File: src/hw/rtl/prqs_pkg.sv
package prqs_pkg;

	localparam int MAX_TASKS = 16;
	localparam int SLOT_W = $clog2(MAX_TASKS);
	localparam int CNT_W = $clog2(MAX_TASKS + 1);

	// operation codes
	localparam logic [2:0] FN_CREATE  = 3'd0;
	localparam logic [2:0] FN_SCHED   = 3'd1;
	localparam logic [2:0] FN_EXIT    = 3'd2;
	localparam logic [2:0] FN_DESTROY = 3'd3;
	localparam logic [2:0] FN_TICK    = 3'd4;

	// status codes
	localparam logic [1:0] STS_OK       = 2'd0;
	localparam logic [1:0] STS_FULL     = 2'd1;
	localparam logic [1:0] STS_NOTFOUND = 2'd2;
	localparam logic [1:0] STS_NORUN    = 2'd3;

	localparam logic [31:0] INIT_ID       = 32'd1;
	localparam logic [7:0]  INIT_PRIO     = 8'd10;
	localparam logic [31:0] FIRST_ID      = 32'd2;
	localparam logic [7:0]  QUANTUM_RESET = 8'd10;

	typedef struct packed {
		logic [2:0]  func;
		logic [31:0] task_id;
		logic [7:0]  priority_req;
	} cmd_t;

	typedef struct packed {
		logic [SLOT_W-1:0] slot;
		logic [7:0]        prio;
		logic [31:0]       id;
	} entry_t;

endpackage

File: src/hw/rtl/prqs_front.sv
module prqs_front (
	input  logic           clk,
	input  logic           arst_n,
	input  logic           start,
	input  prqs_pkg::cmd_t cmd_in,
	output logic           busy,
	output logic           cmd_valid,
	output prqs_pkg::cmd_t cmd_out,
	input  logic           cmd_pop
);

	prqs_pkg::cmd_t mem_q [2];
	logic       wr_ptr_q;
	logic       rd_ptr_q;
	logic [1:0] cnt_q;
	logic       push;

	assign busy      = (cnt_q == 2'd2);
	assign push      = start && !busy;
	assign cmd_valid = (cnt_q != 2'd0);
	assign cmd_out   = mem_q[rd_ptr_q];

	// hold incoming items
	always_ff @(posedge clk) begin
		if (push) begin
			mem_q[wr_ptr_q] <= cmd_in;
		end
	end

	// advance pointers and fill level
	always_ff @(posedge clk or negedge arst_n) begin
		if (!arst_n) begin
			wr_ptr_q <= 1'b0;
			rd_ptr_q <= 1'b0;
			cnt_q    <= 2'd0;
		end else begin
			if (push) wr_ptr_q <= !wr_ptr_q;
			if (cmd_pop) rd_ptr_q <= !rd_ptr_q;
			if (push && !cmd_pop) cnt_q <= cnt_q + 2'd1;
			else if (!push && cmd_pop) cnt_q <= cnt_q - 2'd1;
		end
	end

endmodule

File: src/hw/rtl/prqs_back.sv
module prqs_back (
	input  logic           clk,
	input  logic           arst_n,
	input  logic           cmd_valid,
	input  prqs_pkg::cmd_t cmd_in,
	output logic           cmd_pop,
	input  logic [7:0]     quantum_q,
	output logic           done,
	output logic [1:0]     status,
	output logic [31:0]    new_task_id,
	output logic           running_valid,
	output logic [31:0]    running_id,
	output logic [4:0]     total_count,
	output logic [4:0]     active_count
);

	typedef enum logic [2:0] {S_IDLE, S_EXEC, S_ENQ, S_POP, S_DONE} state_t;

	state_t state_q;
	prqs_pkg::cmd_t cmd_q;

	logic [prqs_pkg::MAX_TASKS-1:0] used_q;
	logic [31:0] id_q [prqs_pkg::MAX_TASKS];
	prqs_pkg::entry_t rq_q [prqs_pkg::MAX_TASKS];
	logic [prqs_pkg::CNT_W-1:0] len_q;
	logic [prqs_pkg::CNT_W-1:0] total_q;
	prqs_pkg::entry_t cur_q;
	logic        cur_v_q;
	logic [31:0] nid_q;
	logic [7:0]  tick_q;
	logic [1:0]  sts_q;
	logic [31:0] newid_q;

	logic                       free_hit;
	logic [prqs_pkg::SLOT_W-1:0] free_slot;
	logic                       id_hit;
	logic [prqs_pkg::SLOT_W-1:0] id_slot;
	prqs_pkg::entry_t           ins_e;
	logic [prqs_pkg::CNT_W-1:0] ins_pos;
	logic                       ins_hit;
	prqs_pkg::entry_t           ins_arr [prqs_pkg::MAX_TASKS];
	logic [prqs_pkg::CNT_W-1:0] rem_pos;
	logic                       rem_hit;
	logic                       do_pop;
	prqs_pkg::entry_t           rem_arr [prqs_pkg::MAX_TASKS];
	logic [7:0]                 tick_inc;

	assign cmd_pop  = (state_q == S_IDLE) && cmd_valid;
	assign tick_inc = tick_q + 8'd1;
	assign do_pop   = (state_q == S_POP);

	// find lowest free slot and lowest slot holding the id
	always_comb begin
		free_hit  = 1'b0;
		free_slot = '0;
		id_hit    = 1'b0;
		id_slot   = '0;
		for (int s = 0; s < prqs_pkg::MAX_TASKS; s++) begin
			if (!free_hit && !used_q[s]) begin
				free_hit  = 1'b1;
				free_slot = prqs_pkg::SLOT_W'(s);
			end
			if (!id_hit && used_q[s] && id_q[s] == cmd_q.task_id) begin
				id_hit  = 1'b1;
				id_slot = prqs_pkg::SLOT_W'(s);
			end
		end
	end

	// ordered insert: behind all entries of equal or higher priority
	always_comb begin
		if (state_q == S_ENQ) ins_e = cur_q;
		else ins_e = '{slot: free_slot, prio: cmd_q.priority_req, id: nid_q};
		ins_hit = 1'b0;
		ins_pos = len_q;
		for (int k = 0; k < prqs_pkg::MAX_TASKS; k++) begin
			if (!ins_hit && prqs_pkg::CNT_W'(k) < len_q && rq_q[k].prio < ins_e.prio) begin
				ins_hit = 1'b1;
				ins_pos = prqs_pkg::CNT_W'(k);
			end
		end
		ins_arr[0] = (ins_pos == '0) ? ins_e : rq_q[0];
		for (int k = 1; k < prqs_pkg::MAX_TASKS; k++) begin
			if (prqs_pkg::CNT_W'(k) < ins_pos) ins_arr[k] = rq_q[k];
			else if (prqs_pkg::CNT_W'(k) == ins_pos) ins_arr[k] = ins_e;
			else ins_arr[k] = rq_q[k-1];
		end
	end

	// removal: head on pop, else the entry of the destroyed slot
	always_comb begin
		rem_hit = do_pop && (len_q != '0);
		rem_pos = '0;
		if (state_q == S_EXEC && cmd_q.func == prqs_pkg::FN_DESTROY && id_hit) begin
			for (int k = 0; k < prqs_pkg::MAX_TASKS; k++) begin
				if (!rem_hit && prqs_pkg::CNT_W'(k) < len_q && rq_q[k].slot == id_slot) begin
					rem_hit = 1'b1;
					rem_pos = prqs_pkg::CNT_W'(k);
				end
			end
		end
		for (int k = 0; k < prqs_pkg::MAX_TASKS - 1; k++) begin
			if (prqs_pkg::CNT_W'(k) < rem_pos) rem_arr[k] = rq_q[k];
			else rem_arr[k] = rq_q[k+1];
		end
		rem_arr[prqs_pkg::MAX_TASKS-1] = rq_q[prqs_pkg::MAX_TASKS-1];
	end

	// queue and slot payload
	always_ff @(posedge clk) begin
		if (state_q == S_EXEC && cmd_q.func == prqs_pkg::FN_CREATE && free_hit) begin
			rq_q <= ins_arr;
		end else if (state_q == S_ENQ && cur_v_q && len_q < prqs_pkg::CNT_W'(prqs_pkg::MAX_TASKS)) begin
			rq_q <= ins_arr;
		end else if (rem_hit) begin
			rq_q <= rem_arr;
		end
	end

	// sequencer and scheduler state
	always_ff @(posedge clk or negedge arst_n) begin
		if (!arst_n) begin
			state_q <= S_IDLE;
			cmd_q   <= '0;
			used_q  <= prqs_pkg::MAX_TASKS'(1);
			for (int s = 0; s < prqs_pkg::MAX_TASKS; s++) id_q[s] <= '0;
			id_q[0] <= prqs_pkg::INIT_ID;
			len_q   <= '0;
			total_q <= prqs_pkg::CNT_W'(1);
			cur_q   <= '{slot: '0, prio: prqs_pkg::INIT_PRIO, id: prqs_pkg::INIT_ID};
			cur_v_q <= 1'b1;
			nid_q   <= prqs_pkg::FIRST_ID;
			tick_q  <= '0;
			sts_q   <= prqs_pkg::STS_OK;
			newid_q <= '0;
			done    <= 1'b0;
			status  <= prqs_pkg::STS_OK;
			new_task_id   <= '0;
			running_valid <= 1'b0;
			running_id    <= '0;
			total_count   <= '0;
			active_count  <= '0;
		end else begin
			done <= 1'b0;
			case (state_q)
				S_IDLE: begin
					if (cmd_valid) begin
						cmd_q   <= cmd_in;
						sts_q   <= prqs_pkg::STS_OK;
						newid_q <= '0;
						state_q <= S_EXEC;
					end
				end
				S_EXEC: begin
					state_q <= S_DONE;
					case (cmd_q.func)
						prqs_pkg::FN_CREATE: begin
							if (!free_hit) begin
								sts_q <= prqs_pkg::STS_FULL;
							end else begin
								used_q[free_slot] <= 1'b1;
								id_q[free_slot]   <= nid_q;
								newid_q <= nid_q;
								nid_q   <= nid_q + 32'd1;
								total_q <= total_q + 1'b1;
								len_q   <= len_q + 1'b1;
							end
						end
						prqs_pkg::FN_SCHED: state_q <= S_ENQ;
						prqs_pkg::FN_EXIT: begin
							if (!cur_v_q) begin
								sts_q <= prqs_pkg::STS_NORUN;
							end else begin
								used_q[cur_q.slot] <= 1'b0;
								total_q <= total_q - 1'b1;
								cur_v_q <= 1'b0;
								state_q <= S_POP;
							end
						end
						prqs_pkg::FN_DESTROY: begin
							if (!id_hit) begin
								sts_q <= prqs_pkg::STS_NOTFOUND;
							end else begin
								used_q[id_slot] <= 1'b0;
								total_q <= total_q - 1'b1;
								if (cur_v_q && cur_q.slot == id_slot) begin
									cur_v_q <= 1'b0;
									state_q <= S_POP;
								end else if (rem_hit) begin
									len_q <= len_q - 1'b1;
								end
							end
						end
						prqs_pkg::FN_TICK: begin
							if (tick_inc >= quantum_q) begin
								tick_q  <= '0;
								state_q <= S_ENQ;
							end else begin
								tick_q <= tick_inc;
							end
						end
						default: state_q <= S_DONE;
					endcase
				end
				S_ENQ: begin
					// put the running task back behind its equals
					if (cur_v_q) begin
						cur_v_q <= 1'b0;
						if (len_q < prqs_pkg::CNT_W'(prqs_pkg::MAX_TASKS)) len_q <= len_q + 1'b1;
					end
					state_q <= S_POP;
				end
				S_POP: begin
					// run the head of the queue
					if (len_q != '0) begin
						cur_q   <= rq_q[0];
						cur_v_q <= 1'b1;
						len_q   <= len_q - 1'b1;
					end
					state_q <= S_DONE;
				end
				S_DONE: begin
					done          <= 1'b1;
					status        <= sts_q;
					new_task_id   <= newid_q;
					running_valid <= cur_v_q;
					running_id    <= cur_v_q ? cur_q.id : 32'd0;
					total_count   <= 5'(total_q);
					active_count  <= 5'(len_q + prqs_pkg::CNT_W'(cur_v_q));
					state_q       <= S_IDLE;
				end
				default: state_q <= S_IDLE;
			endcase
		end
	end

endmodule

File: src/hw/rtl/priority_ready_queue_scheduler_core.sv
// Priority ready-queue task scheduler.
// Input channel: drive func, task_id and priority_req with start high; the
// item is taken at a clock edge where start is high and busy is low. A
// two-item command queue sits in front of the execution sequencer, so busy
// rises only when both queue entries are occupied.
// Result channel: done is high for exactly one cycle with status,
// new_task_id, running_valid, running_id, total_count and active_count.
// The receiver cannot stall; every item produces exactly one result.
// Once taken in S_IDLE, an item passes S_EXEC and S_DONE for create, exit
// with no task running, destroy of a task that is not running, ticks below
// the quantum and unused codes; S_EXEC, S_POP and S_DONE for exit or destroy
// of the running task; S_EXEC, S_ENQ, S_POP and S_DONE for schedule and for
// a tick that reaches the quantum. The sequencer takes the next item once
// the previous one has reported. The quantum in ticks is written via
// quantum_we / quantum_wdata; write it only while idle, the block does not
// enforce this. After reset the init task (id 1, priority 10) runs in
// slot 0, the ready queue is empty, the next id is 2, the quantum 10 ticks.
module priority_ready_queue_scheduler_core (
	input  logic        clk,
	input  logic        arst_n,
	input  logic        start,
	output logic        busy,
	input  logic [2:0]  func,
	input  logic [31:0] task_id,
	input  logic [7:0]  priority_req,
	input  logic        quantum_we,
	input  logic [7:0]  quantum_wdata,
	output logic        done,
	output logic [1:0]  status,
	output logic [31:0] new_task_id,
	output logic        running_valid,
	output logic [31:0] running_id,
	output logic [4:0]  total_count,
	output logic [4:0]  active_count
);

	prqs_pkg::cmd_t cmd_in;
	prqs_pkg::cmd_t cmd_out;
	logic       cmd_valid;
	logic       cmd_pop;
	logic [7:0] quantum_q;

	assign cmd_in = '{func: func, task_id: task_id, priority_req: priority_req};

	// hold the quantum register
	always_ff @(posedge clk or negedge arst_n) begin
		if (!arst_n) begin
			quantum_q <= prqs_pkg::QUANTUM_RESET;
		end else if (quantum_we) begin
			quantum_q <= quantum_wdata;
		end
	end

	prqs_front u_front (
		.clk       (clk),
		.arst_n    (arst_n),
		.start     (start),
		.cmd_in    (cmd_in),
		.busy      (busy),
		.cmd_valid (cmd_valid),
		.cmd_out   (cmd_out),
		.cmd_pop   (cmd_pop)
	);

	prqs_back u_back (
		.clk           (clk),
		.arst_n        (arst_n),
		.cmd_valid     (cmd_valid),
		.cmd_in        (cmd_out),
		.cmd_pop       (cmd_pop),
		.quantum_q     (quantum_q),
		.done          (done),
		.status        (status),
		.new_task_id   (new_task_id),
		.running_valid (running_valid),
		.running_id    (running_id),
		.total_count   (total_count),
		.active_count  (active_count)
	);

`ifndef NO_ASSERTIONS
	a_done_single: assert property (@(posedge clk) disable iff (!arst_n)
		done |=> !done) else $error("back-to-back results");
	a_active_le_total: assert property (@(posedge clk) disable iff (!arst_n)
		done |-> active_count <= total_count) else $error("active exceeds total");
	a_norun_idle: assert property (@(posedge clk) disable iff (!arst_n)
		done && status == prqs_pkg::STS_NORUN |-> !running_valid)
		else $error("no-running status with running task");
	a_idle_id: assert property (@(posedge clk) disable iff (!arst_n)
		done && !running_valid |-> running_id == 32'd0) else $error("idle with id");
`endif

endmodule
File: config.mk
export PLATFORM = sky130hd
export DESIGN_NAME = priority_ready_queue_scheduler_core
export DESIGN_NICKNAME = d
export VERILOG_FILES = /design/src/hw/rtl/prqs_pkg.sv /design/src/hw/rtl/prqs_front.sv /design/src/hw/rtl/prqs_back.sv /design/src/hw/rtl/priority_ready_queue_scheduler_core.sv
export SDC_FILE = /design/constraint.sdc
export NUM_CORES = 2
export LEC_CHECK = 0
export BUFFER_PORTS_ARGS = -buffer_cell sky130_fd_sc_hd__buf_2
export CAP_MARGIN = 10
export CORE_MARGIN = 2
export CORE_UTILIZATION = 30
export CTS_BUF_LIST = sky130_fd_sc_hd__clkbuf_2
export DETAILED_ROUTE_END_ITERATION = 7
export PLACE_DENSITY_LB_ADDON = 0.2
export SYNTH_ARGS = -nofsm -noshare
export SYNTH_HDL_FRONTEND = slang
export SYNTH_HIERARCHICAL = 1
export SYNTH_SLANG_ARGS = --single-unit
File: constraint.sdc
create_clock -name clk -period 15.33 [get_ports clk]
set_input_delay 3.8325 -clock clk [delete_from_list [all_inputs] [get_ports clk]]
set_output_delay 3.8325 -clock clk [all_outputs]
set_load 0.01 [all_outputs]
==> metrics.md <==
| Metric | Value |
|---|---|
| Outcome | `completed` |
| Top FF cell, synth | `edfxtp_1` |
| Share of layout cells above drive strength 1 | `22.10%` |
| Row cnt | `198` |
| Worst path most repeated cell | `buf_4` |
| Die Wd | `544.5 um` |
| Crit path capture type | `register` |
| Clk sinks | `1583` |
| Min cycle time layout | `8573 ps` |
| GR Util All Layers | `22.91%` |
| Fill cells | `29873` |
| Nets | `8687` |
| # Post-CTS Setup Buffers | `0` |
| TNS Setup | `0 ps` |
| Post-synth top area share | `27.07%` |
| Skew final | `247.8 ps` |
| Min Hold Slack | `455.8 ps` |
| H-tree depth | `5` |
| Post-synthesis sequential area ratio | `49.72%` |
| Power Density | `194.4 nW/um2` |
| Initial Util | `30.14%` |
| Hold Crit Start | `u_back/newid_q[6]` |
| Critical Path AT | `10120 ps` |
| Largest net degree at the start of global routing | `191` |
| CP startpoint | `u_back/state_q[0]` |
| Via Count | `70984` |
| Yosys cell types | `111` |
| Final ANT Viol Nets | `0` |
| RSZ-0062 raised after global routing | `no` |
| DR pass1 iterations | `6` |
| Final period util | `55.93%` |
| # DRC | `0` |
| 1st-iter DRT viols | `8035` |
| Critical path's slowest cell | `a2111oi_0` |
| Half-perimeter wire length after placement | `211.6 mm` |
| M1 WL | `146.9 mm` |
| Syn Area/Cell | `10.47 um2` |
| Hold crit path type | `register to register` |
| Pins Over Slew Limit | `0` |
| Avg WL per Cell | `27.34 um` |
| GR Overflow Total | `0` |
| Leakage | `0.03932 uW` |
| Clk slew on worst S/H paths | `100 ps` |
| CTS Buffer Depth | `4` |
| Post-synth EDFFs | `790` |
| Synth top cells by count | `973 x nand2_1, 893 x a21oi_1, 790 x edfxtp_1` |
| #FFs+latches synth | `1583` |
| Peak supply drop | `0.3295 mV` |
| WL met3 | `25.27 mm` |
| Cells after Synth | `8371` |
| CTS buffer count | `443` |
| Die footprint | `296500 um2` |
| Relative slew slack | `18.01%` |
| Top sig layer | `met5` |
| DR vias/cell | `5.567` |
| First-pass GRT wire length | `498.9 mm` |
| Synthesized area | `87650 um2` |
| Met2 Routed Length | `162.7 mm` |
| Crit Path Max Fanout | `54` |
| Placer congestion estimate | `0.8847` |
| # port buffers | `133` |
| Final setup viols | `0` |
| Max cap viols | `0` |
| CP Cell Sequence | `nor3b_2, buf_4, buf_4, nand2_1, nand2_1, inv_1, buf_4, ha_1, and4_1, a2111oi_0, a22oi_1, a311oi_1, o22ai_1, nand3_4, buf_4, o21a_4, buf_4, a22oi_1, a21oi_1` |
| Worst EP required | `16880 ps` |
| Die H | `544.5 um` |
| Setup crit start kind | `register` |
| Design area | `96370 um2` |
| Async S/R FF share, synth | `50.09%` |
| Worst reg2reg path startpoint | `u_back/state_q[0]` |
| Max incr delay on CP | `850 ps` |
| Number of global-route vias before repair | `68205` |
| Tightest Pin Transition | `1230 ps` |
| Core ar. | `290800 um2` |
| Dpl cell area | `92350 um2` |
| Syn_nets | `8559` |
| Worst setup path category | `register to register` |
| FMAX | `116.6 MHz` |
| Hold Fails Final Rpt | `0` |
| Routed wire length | `348.7 mm` |
| Syn-to-layout area delta | `9.957%` |
| Root Driver | `clkbuf_2` |
| Post-cts sizing count | `0` |
| Post-layout util | `33.14%` |
| Clk_lat worst skew | `1840 ps` |
| Area leader, netlist | `edfxtp_1` |
| Ys Warns | `6` |
| Antenna violations before repair | `26` |
| Fin cells | `12751` |
| TritonCTS clock tree | `done` |
| Synth area leaders | `edfxtp_1 27%, dfrtp_1 22%, mux2_2 8.3%` |
| Placed cells | `11953` |
| Ports | `134` |
| Most common cell in the netlist | `nand2_1` |
| CTS Hold Buffers Added | `0` |
critical path, delay by kind of cell (launching register included):
| family | cells | cell delay [ps] |
|---|---|---|
| buffers and inverters | 6 | 3160 |
| adder cells (fa/ha/maj) | 1 | 320 |
| AND/OR/NAND/NOR | 5 | 1430 |
| flip-flops | 1 | 490 |
| AO/OA/AOI/OAI | 7 | 2970 |
routing by layer:
metal	track usage, %	up-vias
met3	3.728	751
met4	8.873	10
met2	37.25	3286
met1	30.42	35595
met5	0	-
li1	-	31342
registers in the layout, indices dropped and copies added, names as in the netlist, 3 cells and up:
| name | flops |
|---|---|
| u_back/rq_q | 660 |
| u_back/rem_arr | 44 |
| u_back/used_q | 16 |
| u_back/state_q | 3 |
| u_back/active_count | 5 |
| u_back/new_task_id | 32 |
| u_back/id_q | 512 |
| u_back/running_id | 32 |
| u_back/total_count | 5 |
| u_front/mem_q | 86 |
| u_back/nid_q | 32 |
| u_back/newid_q | 32 |
| u_back/len_q | 5 |
| u_back/tick_q | 8 |
| u_back/cur_q | 44 |
| u_back/total_q | 5 |
| u_back/cmd_q | 43 |
| quantum_q | 8 |
report_power, final:
part	internal, uW	total, uW	switching, uW
Sequential	5580	6400	823
Combinational	2730	9100	6360
Clock	1260	3230	1970
cell usage in the layout, fill, tap and decap left out, drive strengths merged, types with 225 or more instances in the layout:
cell type | netlist | final
nor2 | 596 | 596
mux2 | 732 | 732
o21ai | 351 | 351
a21oi | 896 | 896
nand2 | 973 | 973
xnor2 | 225 | 225
dfrtp | 783 | 783
xor2 | 393 | 393
buf | 175 | 361
clkbuf | 503 | 684
edfxtp | 790 | 790
path summary, 6_finish.rpt:
kind                       slack (ps)                    end  cells after the start
max                              6760     u_back/rem_arr[21]                     19
min                               460  u_back/new_task_id[6]                      1
max reg2reg                      6760     u_back/rem_arr[21]                     19
min reg2reg                       460  u_back/new_task_id[6]                      1
max in group asynchronous       10030       u_front/rd_ptr_q                      4
min in group asynchronous        2060       u_back/id_q[341]                      1
kinds of logic (layout without fill, tap and decap cells):
kind of cell	after synthesis	after routing	synth area share, %
and+or+nand+nor	2317	2317	12.23
AOI/OAI and AO/OA	2070	2070	14.49
DFF	1583	1583	49.72
muxes	907	907	11.62
buffers and inverters	743	1211	3.827
xor gates and xnor gates	618	618	6.201
adders and majority gates	133	133	1.907
other	0	12	0
area by class of cell:
type | count | area [um2] | area share (%)
sequential | 1583 | 43580 | 45.22
multi-input combinational | 6045 | 41210 | 42.76
tap | 3900 | 4880 | 5.063
clock buffer | 684 | 3423 | 3.552
timing repair buffer | 361 | 2437 | 2.529
clock inverter | 101 | 560.5 | 0.5816
inverter | 65 | 252.7 | 0.2623
antenna | 12 | 30.03 | 0.03116
per-stage QoR:
step | setup slack (ps) | total power (uW)
6_report | 6757 | 18730
4_1_cts | 6840 | 18740
3_5_place_dp | 6848 | 15440
2_1_floorplan | 7609 | 12000
3_3_place_gp | 6954 | 15350
5_1_grt | 6332 | 19730
No activity file was read; power rests on OpenSTA's default activity.
